<file path="src/tpg_pkg.sv">
package tpg_pkg;

    localparam int TAG8_W    = 8;
    localparam int DEV_W     = 16;
    localparam int CNT_W     = 8;
    localparam int CMD_W     = 3;
    localparam int DELAY_W   = 32;
    localparam int CFG_IDX_W = 2;
    localparam int CFG_DAT_W = 32;

    // Command codes.
    localparam logic [CMD_W-1:0] CMD_DOWN   = 3'd0;
    localparam logic [CMD_W-1:0] CMD_UP     = 3'd1;
    localparam logic [CMD_W-1:0] CMD_RESULT = 3'd2;
    localparam logic [CMD_W-1:0] CMD_TICK   = 3'd3;
    localparam logic [CMD_W-1:0] CMD_CANCEL = 3'd4;

    // Configuration register indexes.
    localparam logic [CFG_IDX_W-1:0] REG_PROBE_BUDGET = 2'd0;
    localparam logic [CFG_IDX_W-1:0] REG_RETRY_DELAY  = 2'd1;

    localparam logic [CNT_W-1:0]   BUDGET_RESET = 8'd10;
    localparam logic [DELAY_W-1:0] DELAY_RESET  = 32'd1000;
    localparam logic [CNT_W-1:0]   CNT_MAX      = 8'd255;

    // Status, sense key and additional sense code values.
    localparam logic [7:0] ST_CHECK       = 8'h02;
    localparam logic [7:0] ST_BUSY        = 8'h08;
    localparam logic [3:0] KEY_NOT_READY  = 4'h2;
    localparam logic [3:0] KEY_UNIT_ATTN  = 4'h6;
    localparam logic [7:0] ASC_BECOMING   = 8'h04;
    localparam logic [7:0] ASC_NO_SELECT  = 8'h05;
    localparam logic [7:0] SENSE_MIN      = 8'd13;

    typedef enum logic [1:0] {
        ACT_PROBE = 2'd0,
        ACT_UP    = 2'd1,
        ACT_DOWN  = 2'd2
    } action_t;

    typedef enum logic [1:0] {
        V_READY = 2'd0,
        V_NOW   = 2'd1,
        V_LATER = 2'd2
    } verdict_t;

    typedef struct packed {
        logic [CMD_W-1:0]  cmd;
        logic [DEV_W-1:0]  device_id;
        logic [TAG8_W-1:0] probe_tag;
        logic              transport_failed;
        logic              status_valid;
        logic [7:0]        scsi_status;
        logic [7:0]        sense_length;
        logic [7:0]        sense_byte_two;
        logic [7:0]        sense_code;
    } item_t;

    typedef struct packed {
        action_t           action;
        logic [DEV_W-1:0]  target_id;
        logic [TAG8_W-1:0] issued_tag;
        logic [CNT_W-1:0]  probe_count;
    } result_t;

endpackage

</file>
<file path="src/tpg_judge.sv">
module tpg_judge (
    input  tpg_pkg::item_t    item,
    output tpg_pkg::verdict_t verdict
);
    import tpg_pkg::*;

    logic [3:0] sense_key;

    assign sense_key = item.sense_byte_two[3:0];

    // Checks are ordered by priority: transport, status byte, then sense data.
    always_comb
    begin
        if (item.transport_failed)
            verdict = V_LATER;
        else if (!item.status_valid)
            verdict = V_READY;
        else if (item.scsi_status == ST_BUSY)
            verdict = V_LATER;
        else if (item.scsi_status != ST_CHECK)
            verdict = V_READY;
        else if (item.sense_length < SENSE_MIN)
            verdict = V_READY;
        else if (sense_key == KEY_UNIT_ATTN)
            verdict = V_NOW;
        else if (sense_key == KEY_NOT_READY &&
                 (item.sense_code == ASC_BECOMING || item.sense_code == ASC_NO_SELECT))
            verdict = V_LATER;
        else
            verdict = V_READY;
    end

endmodule

</file>
<file path="src/tpg_gate.sv">
module tpg_gate #(
    parameter int TAG_WIDTH = 8
) (
    input  logic                          clk,
    input  logic                          rst_n,
    input  logic                          step,
    input  tpg_pkg::item_t                item,
    input  tpg_pkg::verdict_t             verdict,
    input  logic [tpg_pkg::CNT_W-1:0]     probe_budget,
    input  logic [tpg_pkg::DELAY_W-1:0]   retry_delay,
    output logic                          emit,
    output tpg_pkg::result_t              result
);
    import tpg_pkg::*;

    logic [TAG_WIDTH-1:0] run_tag_reg, run_tag_next, run_tag_inc;
    logic                 gate_active_reg, gate_active_next;
    logic                 announced_reg, announced_next;
    logic [CNT_W-1:0]     attempt_reg, attempt_next, attempt_inc;
    logic                 delay_running_reg, delay_running_next;
    logic [DELAY_W-1:0]   countdown_reg, countdown_next;
    logic [DEV_W-1:0]     held_device_reg, held_device_next;
    logic [TAG8_W-1:0]    cur_tag8, inc_tag8;

    assign run_tag_inc = run_tag_reg + {{(TAG_WIDTH-1){1'b0}}, 1'b1};
    assign attempt_inc = (attempt_reg == CNT_MAX) ? CNT_MAX : attempt_reg + 8'd1;

    // Results and probes see only the low byte of the run tag.
    generate
        if (TAG_WIDTH >= TAG8_W)
        begin : g_tag_wide
            assign cur_tag8 = run_tag_reg[TAG8_W-1:0];
            assign inc_tag8 = run_tag_inc[TAG8_W-1:0];
        end
        else
        begin : g_tag_narrow
            assign cur_tag8 = {{(TAG8_W-TAG_WIDTH){1'b0}}, run_tag_reg};
            assign inc_tag8 = {{(TAG8_W-TAG_WIDTH){1'b0}}, run_tag_inc};
        end
    endgenerate

    always_comb
    begin
        run_tag_next       = run_tag_reg;
        gate_active_next   = gate_active_reg;
        announced_next     = announced_reg;
        attempt_next       = attempt_reg;
        delay_running_next = delay_running_reg;
        countdown_next     = countdown_reg;
        held_device_next   = held_device_reg;
        emit               = 1'b0;
        result.action      = ACT_PROBE;
        result.target_id   = held_device_reg;
        result.issued_tag  = cur_tag8;
        result.probe_count = attempt_inc;

        unique case (item.cmd)
            CMD_DOWN:
            begin
                run_tag_next       = run_tag_inc;
                delay_running_next = 1'b0;
                countdown_next     = '0;
                gate_active_next   = 1'b0;
                announced_next     = 1'b0;
                emit               = 1'b1;
                result.action      = ACT_DOWN;
                result.target_id   = item.device_id;
                result.issued_tag  = '0;
                result.probe_count = '0;
            end
            CMD_UP:
            begin
                if (announced_reg)
                begin
                    emit               = 1'b1;
                    result.action      = ACT_UP;
                    result.target_id   = item.device_id;
                    result.issued_tag  = '0;
                    result.probe_count = attempt_reg;
                end
                else if (!gate_active_reg)
                begin
                    // A fresh run: the first probe goes out with the new tag.
                    gate_active_next   = 1'b1;
                    held_device_next   = item.device_id;
                    run_tag_next       = run_tag_inc;
                    attempt_next       = 8'd1;
                    emit               = 1'b1;
                    result.target_id   = item.device_id;
                    result.issued_tag  = inc_tag8;
                    result.probe_count = 8'd1;
                end
            end
            CMD_RESULT:
            begin
                if (item.probe_tag == cur_tag8 && gate_active_reg)
                begin
                    if (verdict == V_READY || attempt_reg >= probe_budget)
                    begin
                        gate_active_next   = 1'b0;
                        announced_next     = 1'b1;
                        delay_running_next = 1'b0;
                        countdown_next     = '0;
                        emit               = 1'b1;
                        result.action      = ACT_UP;
                        result.issued_tag  = '0;
                        result.probe_count = attempt_reg;
                    end
                    else if (verdict == V_NOW)
                    begin
                        attempt_next = attempt_inc;
                        emit         = 1'b1;
                    end
                    else
                    begin
                        delay_running_next = 1'b1;
                        countdown_next     = retry_delay;
                    end
                end
            end
            CMD_TICK:
            begin
                if (delay_running_reg)
                begin
                    if (countdown_reg > 32'd1)
                        countdown_next = countdown_reg - 32'd1;
                    else
                    begin
                        delay_running_next = 1'b0;
                        countdown_next     = '0;
                        if (gate_active_reg)
                        begin
                            attempt_next = attempt_inc;
                            emit         = 1'b1;
                        end
                    end
                end
            end
            CMD_CANCEL:
            begin
                run_tag_next       = run_tag_inc;
                delay_running_next = 1'b0;
                countdown_next     = '0;
                gate_active_next   = 1'b0;
            end
            default:
            begin
            end
        endcase
    end

    always_ff @(posedge clk or negedge rst_n)
    begin
        if (!rst_n)
        begin
            run_tag_reg       <= '0;
            gate_active_reg   <= 1'b0;
            announced_reg     <= 1'b0;
            attempt_reg       <= '0;
            delay_running_reg <= 1'b0;
            countdown_reg     <= '0;
            held_device_reg   <= '0;
        end
        else if (step)
        begin
            run_tag_reg       <= run_tag_next;
            gate_active_reg   <= gate_active_next;
            announced_reg     <= announced_next;
            attempt_reg       <= attempt_next;
            delay_running_reg <= delay_running_next;
            countdown_reg     <= countdown_next;
            held_device_reg   <= held_device_next;
        end
    end

`ifndef SYNTH
    a_idle_countdown_zero: assert property (@(posedge clk) disable iff (!rst_n)
        !delay_running_reg |-> countdown_reg == '0)
        else $error("countdown nonzero with no delay running");

    a_gate_or_announced: assert property (@(posedge clk) disable iff (!rst_n)
        !(gate_active_reg && announced_reg))
        else $error("probe run active while target announced");

    a_run_has_probe: assert property (@(posedge clk) disable iff (!rst_n)
        gate_active_reg |-> attempt_reg != '0)
        else $error("active run without an issued probe");

    a_down_clears: assert property (@(posedge clk) disable iff (!rst_n)
        step && item.cmd == CMD_DOWN |=> !gate_active_reg && !announced_reg
            && !delay_running_reg)
        else $error("link down left gate state behind");
`endif

endmodule

</file>
<file path="src/target_readiness_probe_gate_unit.sv">
// Readiness gate for a storage target after login. Each request carries one event (link
// down, link up, probe result, tick or cancel) and yields at most one action: issue a
// readiness probe, announce the target up, or report it down. Probe results are
// classified from transport status, the status byte and autosense data; results whose tag
// does not match the current run are dropped. One request is taken every clock cycle while
// in_stall is low; a request passes an input register, is decided combinationally against
// the gate state, and its action is loaded into the output register when the request
// leaves the input register. The gate state is updated at that same edge, so back-to-back
// requests each see the effect of the one before. Configuration registers are written
// through the cfg port, which is always ready; write them only while no request is in
// flight.
module target_readiness_probe_gate_unit #(
    parameter int TAG_WIDTH = 8
) (
    input  logic                              clk,
    input  logic                              rst_n,
    input  logic                              in_valid,
    output logic                              in_stall,
    input  logic [tpg_pkg::CMD_W-1:0]         cmd,
    input  logic [tpg_pkg::DEV_W-1:0]         device_id,
    input  logic [tpg_pkg::TAG8_W-1:0]        probe_tag,
    input  logic                              transport_failed,
    input  logic                              status_valid,
    input  logic [7:0]                        scsi_status,
    input  logic [7:0]                        sense_length,
    input  logic [7:0]                        sense_byte_two,
    input  logic [7:0]                        sense_code,
    output logic                              out_valid,
    input  logic                              out_stall,
    output logic [1:0]                        action,
    output logic [tpg_pkg::DEV_W-1:0]         target_id,
    output logic [tpg_pkg::TAG8_W-1:0]        issued_tag,
    output logic [tpg_pkg::CNT_W-1:0]         probe_count,
    input  logic                              cfg_valid,
    output logic                              cfg_ready,
    input  logic [tpg_pkg::CFG_IDX_W-1:0]     cfg_index,
    input  logic [tpg_pkg::CFG_DAT_W-1:0]     cfg_data
);
    import tpg_pkg::*;

    logic               stage_valid_reg;
    item_t              stage_item_reg;
    logic               out_valid_reg;
    result_t            out_result_reg;
    logic [CNT_W-1:0]   budget_reg;
    logic [DELAY_W-1:0] delay_reg;

    logic     accept;
    logic     advance;
    logic     emit;
    result_t  result;
    verdict_t verdict;
    item_t    in_item;

    assign in_item.cmd              = cmd;
    assign in_item.device_id        = device_id;
    assign in_item.probe_tag        = probe_tag;
    assign in_item.transport_failed = transport_failed;
    assign in_item.status_valid     = status_valid;
    assign in_item.scsi_status      = scsi_status;
    assign in_item.sense_length     = sense_length;
    assign in_item.sense_byte_two   = sense_byte_two;
    assign in_item.sense_code       = sense_code;

    // The staged request moves on whenever the output register is free or being drained.
    assign advance  = stage_valid_reg && (!out_valid_reg || !out_stall);
    assign in_stall = stage_valid_reg && !advance;
    assign accept   = in_valid && !in_stall;

    assign cfg_ready = 1'b1;

    always_ff @(posedge clk or negedge rst_n)
    begin
        if (!rst_n)
        begin
            budget_reg <= BUDGET_RESET;
            delay_reg  <= DELAY_RESET;
        end
        else if (cfg_valid && cfg_ready)
        begin
            unique case (cfg_index)
                REG_PROBE_BUDGET: budget_reg <= cfg_data[CNT_W-1:0];
                REG_RETRY_DELAY:  delay_reg  <= cfg_data[DELAY_W-1:0];
                default:
                begin
                end
            endcase
        end
    end

    always_ff @(posedge clk or negedge rst_n)
    begin
        if (!rst_n)
            stage_valid_reg <= 1'b0;
        else if (accept)
            stage_valid_reg <= 1'b1;
        else if (advance)
            stage_valid_reg <= 1'b0;
    end

    always_ff @(posedge clk)
    begin
        if (accept)
            stage_item_reg <= in_item;
    end

    tpg_judge u_judge (
        .item    (stage_item_reg),
        .verdict (verdict)
    );

    tpg_gate #(
        .TAG_WIDTH (TAG_WIDTH)
    ) u_gate (
        .clk          (clk),
        .rst_n        (rst_n),
        .step         (advance),
        .item         (stage_item_reg),
        .verdict      (verdict),
        .probe_budget (budget_reg),
        .retry_delay  (delay_reg),
        .emit         (emit),
        .result       (result)
    );

    always_ff @(posedge clk or negedge rst_n)
    begin
        if (!rst_n)
            out_valid_reg <= 1'b0;
        else if (advance && emit)
            out_valid_reg <= 1'b1;
        else if (!out_stall)
            out_valid_reg <= 1'b0;
    end

    always_ff @(posedge clk)
    begin
        if (advance && emit)
            out_result_reg <= result;
    end

    assign out_valid   = out_valid_reg;
    assign action      = out_result_reg.action;
    assign target_id   = out_result_reg.target_id;
    assign issued_tag  = out_result_reg.issued_tag;
    assign probe_count = out_result_reg.probe_count;

endmodule
</file>
<file path="config.mk">
export PLATFORM = sky130hd
export DESIGN_NAME = target_readiness_probe_gate_unit
export DESIGN_NICKNAME = d
export VERILOG_FILES = /design/src/tpg_pkg.sv /design/src/tpg_judge.sv /design/src/tpg_gate.sv /design/src/target_readiness_probe_gate_unit.sv
export SDC_FILE = /design/constraint.sdc
export NUM_CORES = 1
export LEC_CHECK = 0
export BUFFER_PORTS_ARGS = -buffer_cell sky130_fd_sc_hd__clkbuf_2
export CAP_MARGIN = 20
export CORE_MARGIN = 3
export CORE_UTILIZATION = 45
export DETAILED_ROUTE_END_ITERATION = 8
export PLACE_DENSITY_LB_ADDON = 0.3
export SLEW_MARGIN = 25
export SYNTH_ARGS = -nofsm -noshare
export SYNTH_HDL_FRONTEND = slang
export SYNTH_SLANG_ARGS = --single-unit
</file>
<file path="constraint.sdc">
create_clock -name clk -period 6.9 [get_ports clk]
set_clock_uncertainty 0.2 [all_clocks]
set_input_delay 0 -clock clk [delete_from_list [all_inputs] [get_ports clk]]
set_output_delay 0 -clock clk [all_outputs]
set_load 0.02 [all_outputs]
</file>
==> results of run 1 <==
-- cell families after synthesis --
logic type | Yosys count | synth area share, %
AOI/OAI and AO/OA | 210 | 15.43
xor gates and xnor gates | 15 | 1.421
adders and majority gates | 12 | 1.624
buffers and inverters | 70 | 2.991
DFF | 199 | 58.84
muxes | 57 | 7.159
other | 1 | 0.04056
and+or+nand+nor | 228 | 12.49
-- synth_stat cells, types with 3 or more instances --
| cell | number |
|---|---|
| dfrtp_1 | 101 |
| edfxtp_1 | 90 |
| nand2_1 | 89 |
| mux2_2 | 51 |
| o21ai_0 | 51 |
| clkbuf_1 | 35 |
| a211oi_1 | 30 |
| inv_1 | 28 |
| nor2_1 | 27 |
| nor3_1 | 25 |
| a21oi_1 | 24 |
| o31ai_1 | 23 |
| nand3_1 | 16 |
| nor4_1 | 15 |
| a22oi_1 | 14 |
| a32oi_1 | 14 |
| xnor2_1 | 14 |
| ha_1 | 12 |
| a31oi_1 | 11 |
| nand2b_1 | 10 |
| and3_1 | 9 |
| dfstp_2 | 8 |
| o22ai_1 | 8 |
| nor2b_1 | 7 |
| and2_1 | 5 |
| a211o_1 | 4 |
| nand4_1 | 4 |
| o211ai_1 | 4 |
| a21o_1 | 3 |
| buf_1 | 3 |
| mux2_4 | 3 |
| nand4b_1 | 3 |
| nor4b_1 | 3 |
| o2bb2ai_1 | 3 |
| or4_4 | 3 |
-- where the power goes --
part | internal, uW | leakage, uW | switching, uW | total [uW]
clock | 473 | 0.000265 | 469 | 942
combinational | 292 | 0.00233 | 355 | 646
sequential | 1410 | 0.00223 | 123 | 1530
total | 2170 | 0.00483 | 946 | 3120
-- stage by stage --
step	instance area [sq um]	cells	util (%)	hold slack [ns]	power [uW]
detailed placement	10160	1155	51.19	-0.1052	2136
CTS	11810	1295	59.51	0.05101	3126
global route	11810	1295	59.52	0.06512	3285
finish	11810	1295	59.52	0.06680	3118
floorplan	9245	792	-	-0.4956	1959
global placement	10160	1155	51.19	-0.1054	2118
-- critical path, stage by stage (launching register included) --
cell	delay, ns
dfrtp_1	0.49
inv_1	0.12
ha_1	0.27
nand2b_1	0.15
a2111oi_0	0.74
o311a_1	0.35
a21o_2	0.60
or2_2	0.62
o21ai_0	0.19
-- worst max-delay path by stage --
stage / from / end / slack (ns)
floorplan: u_gate.countdown_reg[23]$_DFFE_PN0P_ / action[0]$_DFFE_PP_ / 1.56
global placement: u_gate.attempt_reg[0]$_DFFE_PN0P_ / u_gate.countdown_reg[30]$_DFFE_PN0P_ / 2.37
detailed placement: u_gate.attempt_reg[0]$_DFFE_PN0P_ / u_gate.countdown_reg[30]$_DFFE_PN0P_ / 2.33
CTS: u_gate.attempt_reg[0]$_DFFE_PN0P_ / u_gate.countdown_reg[3]$_DFFE_PN0P_ / 2.35
global route: u_gate.attempt_reg[0]$_DFFE_PN0P_ / u_gate.countdown_reg[24]$_DFFE_PN0P_ / 2.70
finish: u_gate.attempt_reg[0]$_DFFE_PN0P_ / u_gate.countdown_reg[18]$_DFFE_PN0P_ / 3.02
-- cell type report --
type,count,area (sq um)
Fill cell,1625,8034
Sequential cell,199,5440
Multi-Input combinational cell,523,3555
Timing Repair Buffer,249,1837
Clock buffer,18,429.2
Tap cell,265,331.6
Clock inverter,13,113.9
Inverter,28,105.1
-- metal layers --
layer | global-route usage (%) | part of all wire [%]
met1 | 28.25 | 46
met2 | 32.65 | 48
met3 | 4.284 | 5.0
met4 | 5.126 | 1.3
met5 | 0 | 0
-- repair_timing --
| item | in CTS | in global routing |
|---|---|---|
| hold endpoints to repair | 151 | 0 |
| hold buffers | 109 | 0 |
| endpoints found under the setup margin | 0 | 0 |
==> results.md, run 1 <==
* Status: finished, final reports clean
* H-Tree Depth at 4
* Yosys reg bits at ~200
* Worst skew pair latency at 0.44 ns
* Drt total wl at 21,890 microns
* R2R Path Start: u_gate.attempt_reg[0]$_DFFE_PN0P_
* Drt drc at 0
* Pwr dens at 264.0 nW/um^2
* Worst IR Drop VDD at about 0.2 mV
* Cell taking the most area after synthesis: edfxtp_1
* RSZ-0062 raised after global routing: no
* Core box area at 19,850 sq um
* Required time of the critical path at 6.99 ns
* Avg Cell Area, Syn at roughly 12 sq um
* First-pass GRT wire length at 35,980 microns
* Final #Nets at roughly 1,100
* Cells after Synth at slightly below 800
* Worst Path Max Fanout at 33
* Worst-path clk slew at 0.08 ns
* Setup TNS at 0 ns
* Tmin final at between 3 and 4 ns
* Initial Util at between 40% and 50%
* Vias at between 7,000 and 8,000
* CTS tree: yes
* Worst slack, placed at 2.331 ns
* Largest net degree at the start of global routing at 59
* Most frequent cells in the layout: clkbuf_2 (129), dlygate4sd3_1 (108), dfrtp_1 (101), edfxtp_1 (90), nand2_1 (89)
* Type of destination of the critical path: flop
* Chip height at 149.3 microns
* Data arrival time of the worst path at 3.97 ns
* Kind of critical path: flop to flop
* Leading cell type in the layout, fill and taps excluded: clkbuf_2
* Die area at around 22,000 sq um
* DP HPWL at 13,720 microns
* Post-synth EDFFs at 90
* Syn_nets at approximately 900
* Area share of the largest cell type after synthesis at 29.23%
* Fmax at 257.5 MHz
* Share of post-route cells with drive strength above 1 at roughly a quarter
* R2r setup slk at 3.02 ns
* Port-buffer cells at 130
* Final Hold Fails at 0
* Area grow syn2layout at 27.76%
* Setup crit start kind: flop
* Clock sink count at approximately 200
* Drt pass-1 iters at 7
* GR Util All Layers at between 20% and 30%
* Finish-stage setup viols at 0
* Top_reg_cell synth: dfrtp_1
* Hold Path Depth at 2
* Post-cts sizing count at 0
* Hold Path End: stage_item_reg[27]$_DFFE_PP_
* Rel. slew slack at 32.63%
* # IOs at ~140
* N_diodes at 0
* Width of the die at between 100 and 150 microns
* Initial antenna violation count at 0
* Vias in the first global route at 7,142
* Max-slew violations at 0
* Post-CTS setup buffers at 0
* Post-synthesis sequential area ratio at 58.84%
* Pleak at approximately 0.0048 uW
* Clock Tree Buf Depth at 2
* Final period util at 56.29%
* Cell variety after synth at 66
* CTS Root Cell: clkbuf_16
* Worst reg2reg path depth at 8
* FP Rows at around 50
* Main area contributors after synthesis: edfxtp_1 (29%), dfrtp_1 (27%), mux2_2 (6.2%)
* Worst-Margin Slew at between 1 and 1.5 ns
* Wire per inst at 16.90 microns
* Via/cell ratio at 5.538
* HP Class: primary input to flop
* Final worst slack at 3.016 ns
* Reg2reg end: u_gate.countdown_reg[18]$_DFFE_PN0P_
* Mapped Area at 9245 sq um
* Post-synth ARST share at 54.77%
* Worst Hold Launch: scsi_status[3]
* CTS Buf Count at 17
* GRT Residual Overflow at 0
* Starting DRT DRC Count at 571
* Routability cong. at 0.8234
* ANT nets after route at 0
* Max-cap viol count at 0
* Number of flip-flops in the largest register at 56
* Yosys warnings at 0
No activity file was read; power rests on OpenSTA's default activity.
==> run 2: changes to the inputs <==
==> constraint.sdc (replaced) <==
create_clock -name clk -period 3.65 [get_ports clk]
set_clock_uncertainty 0.2 [all_clocks]
set_input_delay 0 -clock clk [delete_from_list [all_inputs] [get_ports clk]]
set_output_delay 0 -clock clk [all_outputs]
set_load 0.02 [all_outputs]
==> run 2 against run 1 <==
Critical path type unchanged. Clock power rose by 96%. Sequential share of layout area fell by 0.66 points. Final area rose by 1.5%.
==> results.md, run 2 (synthesized netlist as in run 1, its figures left out) <==
* Power share of the sequential group at 47.8%
* GR Util All Layers at between 20% and 30%
* Hold slack at 0.03771 ns
* GRT Residual Overflow at 0
* HP Class: primary input to async pin
* Worst skew pair latency at 0.44 ns
* Final Hold Fails at 0
* Data arrival time of the worst path at 3.20 ns
* Clock Tree Buf Depth at 2
* Routability cong. at 0.8497
* Most frequent cells in the layout: clkbuf_2 (129), dlygate4sd3_1 (109), dfrtp_1 (101), edfxtp_1 (90), nand2_1 (89)
* Worst-Margin Slew at between 0.9 and 1 ns
* Share of post-route cells with drive strength above 1 at 25.26%
* Kind of critical path: flop to flop
* Reg2reg end: probe_count[2]$_DFFE_PP_
* # IOs at 137
* Core box area at 19,850 sq um
* RSZ-0062 raised after global routing: no
* Worst reg2reg path depth at 9
* First-pass GRT wire length at 37,050 microns
* CTS tree: yes
* Setup crit start kind: flop
* Tmin final at between 3 and 4 ns
* Via/cell ratio at around 5.5
* Max-cap viol count at 0
* Wire per inst at 17.26 microns
* R2r setup slk at 0.44 ns
* Die area at 22,300 sq um
* Finish-stage setup viols at 0
* Pwr dens at roughly 500 nW/um^2
* Type of destination of the critical path: flop
* Post-cts sizing count at 0
* Final #Nets at 1,148
* Pleak at between 0.004 and 0.005 uW
* Vias in the first global route at 7,364
* Largest net degree at the start of global routing at 69
* Total power at 6029 uW
* Port-buffer cells at 130
* Vias at ~7,200
* Power Internal at between 4000 and 5000 uW
* Clock sink count at 199
* H-Tree Depth at 4
* Switching share of total power at 30.00%
* CTS Root Cell: clkbuf_16
* Starting DRT DRC Count at 745
* Worst-path clk slew at around 0.07 ns
* Worst IR Drop VDD at between 0.2 and 0.3 mV
* Initial antenna violation count at 0
* Psw at ~1800 uW
* Final period util at 88.04%
* Chip height at 149.3 microns
* Status: finished, final reports clean
* Width of the die at 149.3 microns
* Clk pwr share at 30.7%
* Worst Path Max Fanout at 7
* Fmax at 311.2 MHz
* ANT nets after route at 0
* Setup TNS at 0 ns
* N_diodes at 0
* DP HPWL at between 10,000 and 15,000 microns
* Comb pwr share at 21.5%
* FP Rows at 51
* Leading cell type in the layout, fill and taps excluded: clkbuf_2
* R2R Path Start: u_gate.attempt_reg[0]$_DFFE_PN0P_
* Drt total wl at 22,680 microns
* Drt pass-1 iters at 5
* Initial Util at 46.59%
* CTS Buf Count at 17
* Rel. slew slack at between 30% and 40%
* Number of flip-flops in the largest register at 56
* Required time of the critical path at 3.63 ns
* Max-slew violations at 0
* Drt drc at 0
* Area grow syn2layout at 29.61%
-- run 2: repair_timing --
action / CTS / global route
hold endpoints to repair: 167 / 0
hold buffers: 109 / 0
setup buffers: 0 / 0
-- run 2: how the worst max path moves through the flow --
stage,startpoint,end,slack [ns],depth (start not counted)
detailed placement,u_gate.countdown_reg[20]$_DFFE_PN0P_,u_gate.attempt_reg[7]$_DFFE_PN0P_,0.48,6
global route,u_gate.attempt_reg[0]$_DFFE_PN0P_,probe_count[2]$_DFFE_PP_,0.33,9
CTS,u_gate.attempt_reg[0]$_DFFE_PN0P_,probe_count[2]$_DFFE_PP_,0.47,9
global placement,u_gate.attempt_reg[0]$_DFFE_PN0P_,probe_count[2]$_DFFE_PP_,0.45,9
finish,u_gate.attempt_reg[0]$_DFFE_PN0P_,probe_count[2]$_DFFE_PP_,0.44,9
floorplan,budget_reg[3]$_DFFE_PN1P_,action[0]$_DFFE_PP_,0.02,8
-- run 2: critical path, cell delays in order, from the launching register on --
cell and delay, ns:
dfrtp_1 0.38, inv_1 0.09, ha_1 0.23, nand2b_1 0.15
a2111oi_0 0.54, buf_4 0.21, o311a_1 0.26, a211oi_1 0.20
nand2b_1 0.31, a221o_1 0.39
-- run 2: final cells by class --
class                   count  area [sq um]
clock inverters            14         136.4
fillers                  1591          7863
inverters                  28         105.1
well taps                 265         331.6
flip-flops and latches    199          5440
repair buffers            267          1979
clock buffers              18         429.2
multi-input cells         523          3561
-- run 2: power groups by stage --
stage	combinational, uW	sequential [uW]	clock, uW
after global placement	1150	2910	0
after floorplan	838	2870	0
final	1300	2880	1850
after global routing	1450	2920	1970
after CTS	1290	2880	1880
after detailed placement	1180	2920	0
-- run 2: per-layer routing --
| metal | part of all wire (%) | track usage [%] | vias up |
|---|---|---|---|
| met5 | 0 | 0 | - |
| met4 | 1.2 | 4.805 | 0 |
| met3 | 4.4 | 3.464 | 23 |
| met2 | 49 | 33.97 | 194 |
| met1 | 46 | 29.23 | 3529 |
| li1 | - | - | 3495 |
-- run 2: through the flow --
step | cell area, sq um | util [%] | cells | setup slack [ns]
floorplan | 9263 | - | 792 | 0.01625
global route | 11980 | 60.38 | 1314 | 0.3294
detailed placement | 10320 | 52.01 | 1173 | 0.4844
global placement | 10320 | 52.01 | 1173 | 0.4477
finish | 11980 | 60.38 | 1314 | 0.4366
CTS | 11980 | 60.36 | 1314 | 0.4707
